## config.mk

```make
export PLATFORM = sky130hd
export DESIGN_NAME = integer_to_ascii_formatter
export DESIGN_NICKNAME = d
export VERILOG_FILES = /design/src/hdl/itaf_pkg.sv /design/src/hdl/integer_to_ascii_formatter.sv
export SDC_FILE = /design/constraint.sdc
export NUM_CORES = 2
export LEC_CHECK = 0
export BUFFER_PORTS_ARGS = -buffer_cell sky130_fd_sc_hd__buf_2
export CORE_MARGIN = 4
export CORE_UTILIZATION = 41
export DETAILED_ROUTE_END_ITERATION = 8
export PLACE_DENSITY = 0.58
export REMOVE_ABC_BUFFERS = 1
export SKIP_LAST_GASP = 1
export SYNTH_ARGS = -nofsm -noshare
export SYNTH_HDL_FRONTEND = slang
export SYNTH_SLANG_ARGS = --single-unit
```

## constraint.sdc

```tcl
create_clock -name clk_i -period 11.2 [get_ports clk_i]
set_input_delay 1.68 -clock clk_i [delete_from_list [all_inputs] [get_ports clk_i]]
set_output_delay 1.68 -clock clk_i [all_outputs]
set_load 0.01 [all_outputs]
```

## src/hdl/itaf_pkg.sv

```systemverilog
// ----------------------------------------------------------------------------
// itaf_pkg - integer to ASCII formatter package
// Request and response types, conversion codes and character constants.
// ----------------------------------------------------------------------------
package itaf_pkg;

  localparam int unsigned ValueW = 32;
  localparam int unsigned FieldW = 7;
  localparam int unsigned CharW  = 8;
  localparam int unsigned ProdW  = 64;

  // floor(x / 10) == (x * DecRecip) >> DecShift for every 32-bit x
  localparam logic [ValueW-1:0] DecRecip = 32'hCCCC_CCCD;
  localparam int unsigned       DecShift = 35;
  localparam logic [3:0]        DecBase  = 4'd10;

  localparam logic [6:0] ChrZero   = 7'h30;
  localparam logic [6:0] ChrMinus  = 7'h2D;
  localparam logic [6:0] ChrSpace  = 7'h20;
  localparam logic [6:0] ChrLowerA = 7'h61;
  localparam logic [6:0] ChrUpperA = 7'h41;

  typedef enum logic [1:0] {
    FUNC_SDEC = 2'd0,
    FUNC_UDEC = 2'd1,
    FUNC_LHEX = 2'd2,
    FUNC_UHEX = 2'd3
  } func_e;

  typedef struct packed {
    func_e                     func;
    logic signed [ValueW-1:0]  value;
    logic [FieldW-1:0]         field_width;
    logic                      left_justify;
    logic                      zero_pad;
  } req_t;

  typedef struct packed {
    logic [CharW-1:0] char_out;
    logic             last_char;
  } rsp_t;

endpackage

```

## src/hdl/integer_to_ascii_formatter.sv

```systemverilog
// ----------------------------------------------------------------------------
// integer_to_ascii_formatter - printf style integer field formatter
// Turns one 32-bit value into a padded ASCII field, one character at a time.
// ----------------------------------------------------------------------------
// Usage:
//   in_*  : valid/ready request channel carrying value, conversion, width and
//           the left-justify and zero-pad flags (itaf_pkg::req_t).
//   out_* : valid/ready channel, one character per transfer, last_char set on
//           the final character of the field (itaf_pkg::rsp_t).
// Timing:
//   Digits come out of one shared divide-by-base unit. Decimal takes two
//   steps a digit (reciprocal multiply into a register, then quotient and
//   remainder fix-up); hex takes one (nibble shift). Emission then moves one
//   character a cycle through the output register while out_ready_i is high,
//   plus the sign, left pad and minus steps when they have nothing to send.
//   in_ready_o is low from acceptance on and rises again once the last
//   character is loaded.
// Reset: clears the sequencer and the output register; no clearing pass.
// Stall: a character waits in the output register while out_ready_i is low;
//   the sequencer holds until it is taken. The next request can be accepted
//   while the final character of the previous field still waits.
// ----------------------------------------------------------------------------
module integer_to_ascii_formatter #(
  parameter int unsigned DIGIT_BUFFER_DEPTH = 12,
  parameter int unsigned MAX_FIELD_WIDTH    = 64
) (
  input  logic           clk_i,
  input  logic           rst_ni,
  input  logic           in_valid_i,
  output logic           in_ready_o,
  input  itaf_pkg::req_t in_req_i,
  output logic           out_valid_o,
  input  logic           out_ready_i,
  output itaf_pkg::rsp_t out_rsp_o
);

  localparam int unsigned CountW = $clog2(DIGIT_BUFFER_DEPTH + 1);
  localparam int unsigned IdxW   = $clog2(DIGIT_BUFFER_DEPTH);

  typedef enum logic [2:0] {
    S_IDLE,
    S_MUL,
    S_DIV,
    S_SIGN,
    S_PADL,
    S_MINUS,
    S_DIGITS,
    S_PADR
  } state_e;

  state_e                          state_q;
  logic [itaf_pkg::ValueW-1:0]     quot_q;
  logic [itaf_pkg::ProdW-1:0]      prod_q;
  logic [CountW-1:0]               count_q;
  logic [itaf_pkg::FieldW-1:0]     width_q;
  logic [itaf_pkg::FieldW-1:0]     pad_q;
  logic                            hex_q;
  logic                            upper_q;
  logic                            lead_q;
  logic                            inline_q;
  logic                            left_q;
  logic [6:0]                      padc_q;
  logic                            out_valid_q;
  itaf_pkg::rsp_t                  out_q;

  logic [6:0] digit_store [DIGIT_BUFFER_DEPTH];

  // ---- request decode ----
  logic                        req_neg;
  logic                        req_hex;
  logic [itaf_pkg::ValueW-1:0] req_mag;
  logic [itaf_pkg::FieldW-1:0] req_width;
  logic                        req_lead;

  always_comb begin
    req_neg   = (in_req_i.func == itaf_pkg::FUNC_SDEC) && in_req_i.value[itaf_pkg::ValueW-1];
    req_hex   = (in_req_i.func == itaf_pkg::FUNC_LHEX) ||
                (in_req_i.func == itaf_pkg::FUNC_UHEX);
    req_mag   = req_neg ? (itaf_pkg::ValueW'(0) - in_req_i.value) : in_req_i.value;
    req_width = (in_req_i.field_width > itaf_pkg::FieldW'(MAX_FIELD_WIDTH)) ?
                itaf_pkg::FieldW'(MAX_FIELD_WIDTH) : in_req_i.field_width;
    req_lead  = req_neg && (req_width != '0) && in_req_i.zero_pad;
  end

  // ---- shared divide-by-base unit ----
  logic [itaf_pkg::ValueW-1:0] q_dec;
  logic [itaf_pkg::ValueW-1:0] times10;
  logic [itaf_pkg::ValueW-1:0] rem_dec;
  logic [itaf_pkg::ValueW-1:0] q_next;
  logic [3:0]                  rem;
  logic [6:0]                  digit_chr;
  logic [6:0]                  letter;
  logic                        div_done;
  logic [7:0]                  len_fin;
  logic [7:0]                  width_ext;
  logic [itaf_pkg::FieldW-1:0] pad_fin;

  always_comb begin
    q_dec   = itaf_pkg::ValueW'(prod_q[itaf_pkg::ProdW-1:itaf_pkg::DecShift]);
    times10 = (q_dec << 3) + (q_dec << 1);
    rem_dec = quot_q - times10;
    if (hex_q) begin
      rem    = quot_q[3:0];
      q_next = quot_q >> 4;
    end else begin
      rem    = rem_dec[3:0];
      q_next = q_dec;
    end
    letter    = upper_q ? itaf_pkg::ChrUpperA : itaf_pkg::ChrLowerA;
    digit_chr = (rem < itaf_pkg::DecBase) ? (itaf_pkg::ChrZero + {3'b000, rem}) :
                (letter + {3'b000, rem} - {3'b000, itaf_pkg::DecBase});
    div_done  = (q_next == '0) || (count_q == CountW'(DIGIT_BUFFER_DEPTH - 1));
    len_fin   = 8'(count_q) + 8'd1 + 8'(inline_q);
    width_ext = {1'b0, width_q};
    pad_fin   = (width_ext > len_fin) ? itaf_pkg::FieldW'(width_ext - len_fin) : '0;
  end

  // ---- emission helpers ----
  logic            emit_ok;
  logic            emit_load;
  logic            out_load;
  logic [IdxW-1:0] rd_idx;
  logic [CountW-1:0] count_m1;
  logic            digits_last;

  assign emit_ok     = !out_valid_q || out_ready_i;
  assign count_m1    = count_q - CountW'(1);
  assign rd_idx      = count_m1[IdxW-1:0];
  assign digits_last = !(left_q && (pad_q != '0));

  // states that have a character to send this cycle
  always_comb begin
    case (state_q)
      S_SIGN:           emit_load = lead_q;
      S_PADL:           emit_load = !left_q && (pad_q != '0);
      S_MINUS:          emit_load = inline_q;
      S_DIGITS, S_PADR: emit_load = 1'b1;
      default:          emit_load = 1'b0;
    endcase
  end

  assign out_load = emit_load && emit_ok;

  // digit store: written least significant first by the divide unit
  always_ff @(posedge clk_i) begin
    if (state_q == S_DIV) begin
      digit_store[count_q[IdxW-1:0]] <= digit_chr;
    end
  end

  // ---- sequencer ----
  always_ff @(posedge clk_i or negedge rst_ni) begin
    if (!rst_ni) begin
      state_q     <= S_IDLE;
      quot_q      <= '0;
      prod_q      <= '0;
      count_q     <= '0;
      width_q     <= '0;
      pad_q       <= '0;
      hex_q       <= 1'b0;
      upper_q     <= 1'b0;
      lead_q      <= 1'b0;
      inline_q    <= 1'b0;
      left_q      <= 1'b0;
      padc_q      <= itaf_pkg::ChrSpace;
      out_valid_q <= 1'b0;
      out_q       <= '0;
    end else begin
      out_valid_q <= out_load || (out_valid_q && !out_ready_i);
      case (state_q)
        S_IDLE: begin
          if (in_valid_i) begin
            quot_q   <= req_mag;
            count_q  <= '0;
            hex_q    <= req_hex;
            upper_q  <= (in_req_i.func == itaf_pkg::FUNC_UHEX);
            lead_q   <= req_lead;
            inline_q <= req_neg && !req_lead;
            left_q   <= in_req_i.left_justify;
            padc_q   <= in_req_i.zero_pad ? itaf_pkg::ChrZero : itaf_pkg::ChrSpace;
            width_q  <= req_lead ? (req_width - itaf_pkg::FieldW'(1)) : req_width;
            state_q  <= req_hex ? S_DIV : S_MUL;
          end
        end
        S_MUL: begin
          prod_q  <= itaf_pkg::ProdW'(quot_q) * itaf_pkg::ProdW'(itaf_pkg::DecRecip);
          state_q <= S_DIV;
        end
        S_DIV: begin
          quot_q  <= q_next;
          count_q <= count_q + CountW'(1);
          if (div_done) begin
            pad_q   <= pad_fin;
            state_q <= S_SIGN;
          end else begin
            state_q <= hex_q ? S_DIV : S_MUL;
          end
        end
        S_SIGN: begin
          if (!lead_q) begin
            state_q <= S_PADL;
          end else if (emit_ok) begin
            out_q       <= '{char_out: {1'b0, itaf_pkg::ChrMinus}, last_char: 1'b0};
            state_q     <= S_PADL;
          end
        end
        S_PADL: begin
          if (left_q || (pad_q == '0)) begin
            state_q <= S_MINUS;
          end else if (emit_ok) begin
            out_q       <= '{char_out: {1'b0, padc_q}, last_char: 1'b0};
            pad_q       <= pad_q - itaf_pkg::FieldW'(1);
            if (pad_q == itaf_pkg::FieldW'(1)) begin
              state_q <= S_MINUS;
            end
          end
        end
        S_MINUS: begin
          if (!inline_q) begin
            state_q <= S_DIGITS;
          end else if (emit_ok) begin
            out_q       <= '{char_out: {1'b0, itaf_pkg::ChrMinus}, last_char: 1'b0};
            state_q     <= S_DIGITS;
          end
        end
        S_DIGITS: begin
          if (emit_ok) begin
            out_q       <= '{char_out: {1'b0, digit_store[rd_idx]},
                             last_char: (count_q == CountW'(1)) && digits_last};
            count_q     <= count_m1;
            if (count_q == CountW'(1)) begin
              state_q <= digits_last ? S_IDLE : S_PADR;
            end
          end
        end
        S_PADR: begin
          if (emit_ok) begin
            out_q       <= '{char_out: {1'b0, padc_q},
                             last_char: (pad_q == itaf_pkg::FieldW'(1))};
            pad_q       <= pad_q - itaf_pkg::FieldW'(1);
            if (pad_q == itaf_pkg::FieldW'(1)) begin
              state_q <= S_IDLE;
            end
          end
        end
        default: begin
          state_q <= S_IDLE;
        end
      endcase
    end
  end

  assign in_ready_o  = (state_q == S_IDLE);
  assign out_valid_o = out_valid_q;
  assign out_rsp_o   = out_q;

  // ---- assertions ----
  a_accept_starts_div: assert property (@(posedge clk_i) disable iff (!rst_ni)
    (in_valid_i && in_ready_o) |=> (state_q == S_MUL || state_q == S_DIV))
    else $error("accepted request did not start digit extraction");

  a_count_bounded: assert property (@(posedge clk_i) disable iff (!rst_ni)
    count_q <= CountW'(DIGIT_BUFFER_DEPTH))
    else $error("digit count beyond store depth");

  a_digits_nonempty: assert property (@(posedge clk_i) disable iff (!rst_ni)
    (state_q == S_DIGITS) |-> (count_q != '0))
    else $error("digit emission with empty store");

  a_padr_nonzero: assert property (@(posedge clk_i) disable iff (!rst_ni)
    (state_q == S_PADR) |-> (pad_q != '0) && left_q)
    else $error("right padding entered with nothing to pad");

  a_last_ends_field: assert property (@(posedge clk_i) disable iff (!rst_ni)
    ($past(state_q) != S_IDLE && state_q == S_IDLE) |-> (out_valid_q && out_q.last_char))
    else $error("field ended without last character flag");

endmodule
```

=== Yosys cells after proc, flatten, opt, wreduce, memory -nomap -nowiden ===
Memory sizes are Yosys's and may differ from the RTL's.
Cells that the tools add are included.

* Flip-flop bits (word level): 139
* Memory bits (writable): 84
* Bits of input ports: 47
* Output and inout bits: 11
* Logic and storage cells: 141
* Memories kept: 1

{| class="wikitable"
|+ Memory list
! memory !! depth !! width !! rd ports !! clocked after Yosys merged registers in !! wr ports !! line !! text
|-
| digit_store || 12 || 7 || 1 || 0 || 1 || integer_to_ascii_formatter.sv:66 || <nowiki>logic [6:0] digit_store [DIGIT_BUFFER_DEPTH];</nowiki>
|}

* Add/subtract/negate cells: 13
* Multiply operators: 1
* $lt $le $gt $ge: 3
* Equality and inequality tests: 26
* Multiplexer cells: 46
* Reductions and logical operators: 36

{| class="wikitable"
|+ Operators by type and width
! cell !! count
|-
| 32-bit by 32-bit multiplier with 64-bit output (second input constant) || 1
|-
| 32-bit 2-to-1 mux || 2
|-
| 32-bit one-hot mux with 2 select lines || 1
|-
| 9-bit 2-to-1 mux || 7
|-
| 7-bit 2-to-1 mux || 7
|-
| 9-bit one-hot mux with 5 select lines || 1
|-
| 3-bit 2-to-1 mux || 13
|-
| 32-bit zero test || 1
|-
| 1-bit by 32-bit subtractor with 32-bit output (first input constant) || 1
|-
| 29-bit 2-to-1 mux || 1
|-
| 3-bit one-hot mux with 8 select lines || 1
|-
| 7-bit one-hot mux with 3 select lines || 1
|-
| 2-bit inequality test (second input constant) || 10
|-
| 7-bit nonzero test || 2
|-
| 7-bit by 1-bit subtractor with 7-bit output (second input constant) || 2
|-
| 3-bit equality test (second input constant) || 4
|-
| 4-bit 2-to-1 mux || 3
|-
| 3-bit inequality test (second input constant) || 4
|-
| 4-bit one-hot mux with 3 select lines || 1
|-
| 1-bit logical AND || 9
|-
| 9-bit AND reduction || 1
|-
| 6-bit by 4-bit adder with 7-bit output (first input constant) || 1
|-
| 7-bit by 4-bit adder with 7-bit output || 1
|-
| 7-bit by 1-bit equality test with 1-bit output (second input constant) || 1
|-
| 33 further kinds || 49
|}

=== Logic depth before layout (Yosys ltp) ===
* Depth in word-level cells: 7
* Depth in mapped cells: 26
* Depth with buffers taken out: 25

=== Worst setup path before layout ===
Ideal clock, no wire load.

* Kind: register to register
* Start: reg quot_q[9] (netlist bit)
* End: reg prod_q[53] (netlist bit)
* Setup time: 130 ps
* Arrival: 6709 ps
* Required time: 11070 ps
* Setup slack: 4361 ps
* Stages on the path, launching flop included: 24
* Path buffers: 1
* Clock period less this slack: 6839 ps
* Path through: dfrtp_1 > ha_1 > clkbuf_1 > xor2_1 > ha_1 > a21o_1 > fa_1 > inv_1 > fa_1 > inv_1 > fa_1 > fa_1 > fa_1 > fa_1 > ha_1 > nand2_2 > or3_1 > or4b_1 > nor3b_1 > o311ai_4 > a31oi_4 > o21bai_2 > xnor2_1 > o21ai_1

* Longest elaborated chain between the ends: 1

{| class="wikitable"
|+ RTL lines
! item !! line !! text
|-
| start, declared || integer_to_ascii_formatter.sv:52 || <nowiki>logic [itaf_pkg::ValueW-1:0] quot_q;</nowiki>
|-
| start signal, assigned || integer_to_ascii_formatter.sv:173 || <nowiki>quot_q <= req_mag;</nowiki>
|-
| start signal, assigned || integer_to_ascii_formatter.sv:190 || <nowiki>quot_q <= q_next;</nowiki>
|-
| 32-bit by 32-bit multiplier with 64-bit output || integer_to_ascii_formatter.sv:186 || <nowiki>prod_q <= itaf_pkg::ProdW'(quot_q) * itaf_pkg::ProdW'(itaf_pkg::DecRecip);</nowiki>
|-
| end signal, assigned || integer_to_ascii_formatter.sv:186 ||
|-
| end, declared || integer_to_ascii_formatter.sv:53 || <nowiki>logic [itaf_pkg::ProdW-1:0] prod_q;</nowiki>
|}

Every way passes these cells.
A chain may end at the register's enable or synchronous reset.

=== Worst setup path after layout ===
* Start: reg quot_q[18] (netlist bit)
* End: reg prod_q[59] (netlist bit)

Same word-level chain as after synthesis.

==> out/metrics.cfg <==
[sta]
timing.final.crit_period_ps = 8301
tightestPinTransition_ps = 1209
fin_tns_setup_ps = 0
setup_repair_after_global_routing_missed_its_margin = no
fmax_mhz = 120.5
timing_hold_violations_final = 0
clock-skew-final_ps = 25.90
timing.slew.headroom_pct = 18.82
timing_max_transition_violations_final = 0
setup_viol = 0
layout_worst_path_cycle_share_pct = 74.12
post-route-worst-setup-slack_ps = 2899

[finish]
antenna_cells_inserted = 0
finalNetCount = 3356
fillerInstances = 6147
layout-drive-gt1-share_pct = 5.688
area_growth_pct = 6.815
post-route-cell-area_um2 = 27830
final_core_util_pct = 44.19

[floorplanning]
floorplan.initialDensity_pct = 41.37
area_inside_the_core_boundary_um2 = 62970
number_of_cell_rows = 92
io_pins = 58
die_area_um2 = 67640
die_extent_in_y_um = 260.1
die_x_um = 260.1

[clocking]
cts.path.max_buffers = 2
cts_inserted_buffers = 17
cts_resized = 0
h_tree_depth = 4
holdBufCountCts = 0
worstSkewPairLatency_ps = 460
worst_setup_hold_path_clk_slew_ps = 70
clk_root_buffer_cell = sky130_fd_sc_hd__clkbuf_16
clkSinkCount = 181
tritoncts = done
post_cts_setup_buffer_count = 0

[placement]
place_area_um2 = 27250
gpl.final_weighted_congestion = 0.9876
pre_cts_ws_ps = 2893
portBuffers = 56
dpl_wire_length_um = 67420

[drt]
ant_nets = 0
wl_per_cell_um = 22.93
route.final.wire_length_um = 78270
drc = 0
dr.first_iter.drc_count = 1349
firstDrtPassIters = 5
via_count = 18310
viasPerCell = 5.365

[critical_path]
critical_path_peak_fanout = 8
worstRegToRegCells = 26
critPathLaunchType = flop
cp_data_required_time_ps = 11550
setup.worst_path.class = reg -> reg
critPathArrivalTime_ps = 8660
end_kind = flop

[synthesis]
post_synth_num_cell_types = 79
synth.yosys.seq_area_share_pct = 19.00
netlist_area_um2 = 26050
synth_top_area_share_pct = 29.74
synthesis.area_per_instance_um2 = 10.29
postSynth.topFlopCell = sky130_fd_sc_hd__dfrtp_1
synth_cells = 2532
post_synth_most_frequent_cells = sky130_fd_sc_hd__inv_1, sky130_fd_sc_hd__fa_1, sky130_fd_sc_hd__ha_1
async_flop_share_pct = 53.59
synth.largest_area_cell = sky130_fd_sc_hd__fa_1
yosys_warnings = 0
synth_enable_flop_cells = 84
synth.top_cells.by_area = sky130_fd_sc_hd__fa_1, sky130_fd_sc_hd__ha_1, sky130_fd_sc_hd__edfxtp_1
ys_seq_elements = 181
leading_cell_type_by_number_of_instances_after_synthesis = sky130_fd_sc_hd__inv_1

[global_routing]
grt_first_pass_wirelength_um = 119600
grt_met3_usage_pct = 3.885
grt_pass1_vias = 19430
globalRouteMet1Util_pct = 31.81
global_route.usage.met2_pct = 39.06
largest_net_degree_at_the_start_of_global_routing = 60
gr-total-overflow = 0
global_route.peak_usage_layer = met2
grt.total_usage_pct = 23.68
number_of_antenna_violations_at_the_first_check_in_global_routing = 0

[min_path]
min_delay_path_depth = 2
hold_path.class = reg -> reg

[status]
run_status = finished, final reports clean

[flow_run]
drv.max_cap_violation_count = 0

-- cells in the final DEF, fill, tap and decap left out, drive strengths merged, types with 18 or more instances in the layout --
cell,n
a21oi,109
mux2i,40
mux4,21
dfrtp,97
xor2,62
nand2,155
o221ai,26
xnor2,59
buf,70
o21ai,90
clkbuf,18
nor2,77
edfxtp,84
fa,387
nand3,35
inv,549
ha,368
and2,24
a21o,44
a31oi,18
nor3,29
-- worst max-delay path, stage by stage (launching register included) --
cell and delay (ps):
sky130_fd_sc_hd__dfrtp_1 660, sky130_fd_sc_hd__ha_1 530, sky130_fd_sc_hd__inv_1 200, sky130_fd_sc_hd__fa_1 580, sky130_fd_sc_hd__inv_1 50, sky130_fd_sc_hd__fa_1 500
sky130_fd_sc_hd__inv_1 50, sky130_fd_sc_hd__fa_1 510, sky130_fd_sc_hd__inv_1 70, sky130_fd_sc_hd__fa_1 550, sky130_fd_sc_hd__fa_1 430, sky130_fd_sc_hd__fa_1 490
sky130_fd_sc_hd__inv_1 50, sky130_fd_sc_hd__fa_1 470, sky130_fd_sc_hd__inv_1 40, sky130_fd_sc_hd__ha_1 340, sky130_fd_sc_hd__nand4_1 300, sky130_fd_sc_hd__nor2_1 260
sky130_fd_sc_hd__o211ai_1 170, sky130_fd_sc_hd__nor4_1 590, sky130_fd_sc_hd__o311ai_1 160, sky130_fd_sc_hd__buf_4 210, sky130_fd_sc_hd__o2111ai_1 220, sky130_fd_sc_hd__nand4_1 200
sky130_fd_sc_hd__a21boi_1 260, sky130_fd_sc_hd__nor3_1 80, sky130_fd_sc_hd__o31ai_1 240
-- flip-flops by register name (all words and copies together), names as in the netlist --
name         count
digit_store     84
inline_q         1
hex_q            1
upper_q          1
prod_q          29
count_q          4
quot_q          32
padc_q           1
state_q          3
out_rsp_o        8
pad_q            7
out_valid_o      1
left_q           1
lead_q           1
width_q          7
-- path summary, 6_finish.rpt --
path	from	slack [ps]	endpoint
worst max-delay path	quot_q[18]	2900	prod_q[59]
worst min-delay path	prod_q[39]	490	prod_q[39]
worst max register to register	quot_q[18]	2900	prod_q[59]
worst min register to register	prod_q[39]	490	prod_q[39]
max in group asynchronous	rst_ni	8680	hex_q
min in group asynchronous	rst_ni	1230	out_rsp_o[6]
-- cell type report --
class / instances / area, um2 / share of cell area, %
Multi-Input combinational cell: 1741 / 18820 / 67.62
Sequential cell: 181 / 4951 / 17.79
Inverter: 543 / 2038 / 7.325
Tap cell: 846 / 1059 / 3.804
Clock buffer: 18 / 439.2 / 1.578
Timing Repair Buffer: 70 / 387.9 / 1.394
Clock inverter: 14 / 136.4 / 0.4901
-- through the flow --
stage                     cells  hold slack, ps
after detailed placement   3381           471.2
after global placement     3381           466.2
after CTS                  3413           487.7
after floorplan            2465           446.0
final                      3413           491.1
after global routing       3413           525.9
-- metal layers --
metal	share of wire, %	vias to the layer above
li1	-	8399
met1	43	9319
met2	48	474
met3	5.0	120
met4	4.1	0
met5	0	-
-- cell families (layout without fill, tap and decap cells) --
kind of cell / count (synthesis) / in the layout / share of synthesized area, %
AO/OA/AOI/OAI: 382 / 382 / 9.558
XOR/XNOR: 121 / 121 / 4.068
adder cells (fa/ha/maj): 755 / 755 / 47.41
buffers and inverters: 610 / 645 / 8.818
flip-flops: 181 / 181 / 19.00
multiplexers: 62 / 62 / 3.396
other: 1 / 1 / 0.01439
AND/OR/NAND/NOR: 420 / 420 / 7.733
Power is left out: the tool's default activity adds up to more than one toggle a clock period on the data nets, which glitch-free logic cannot reach.
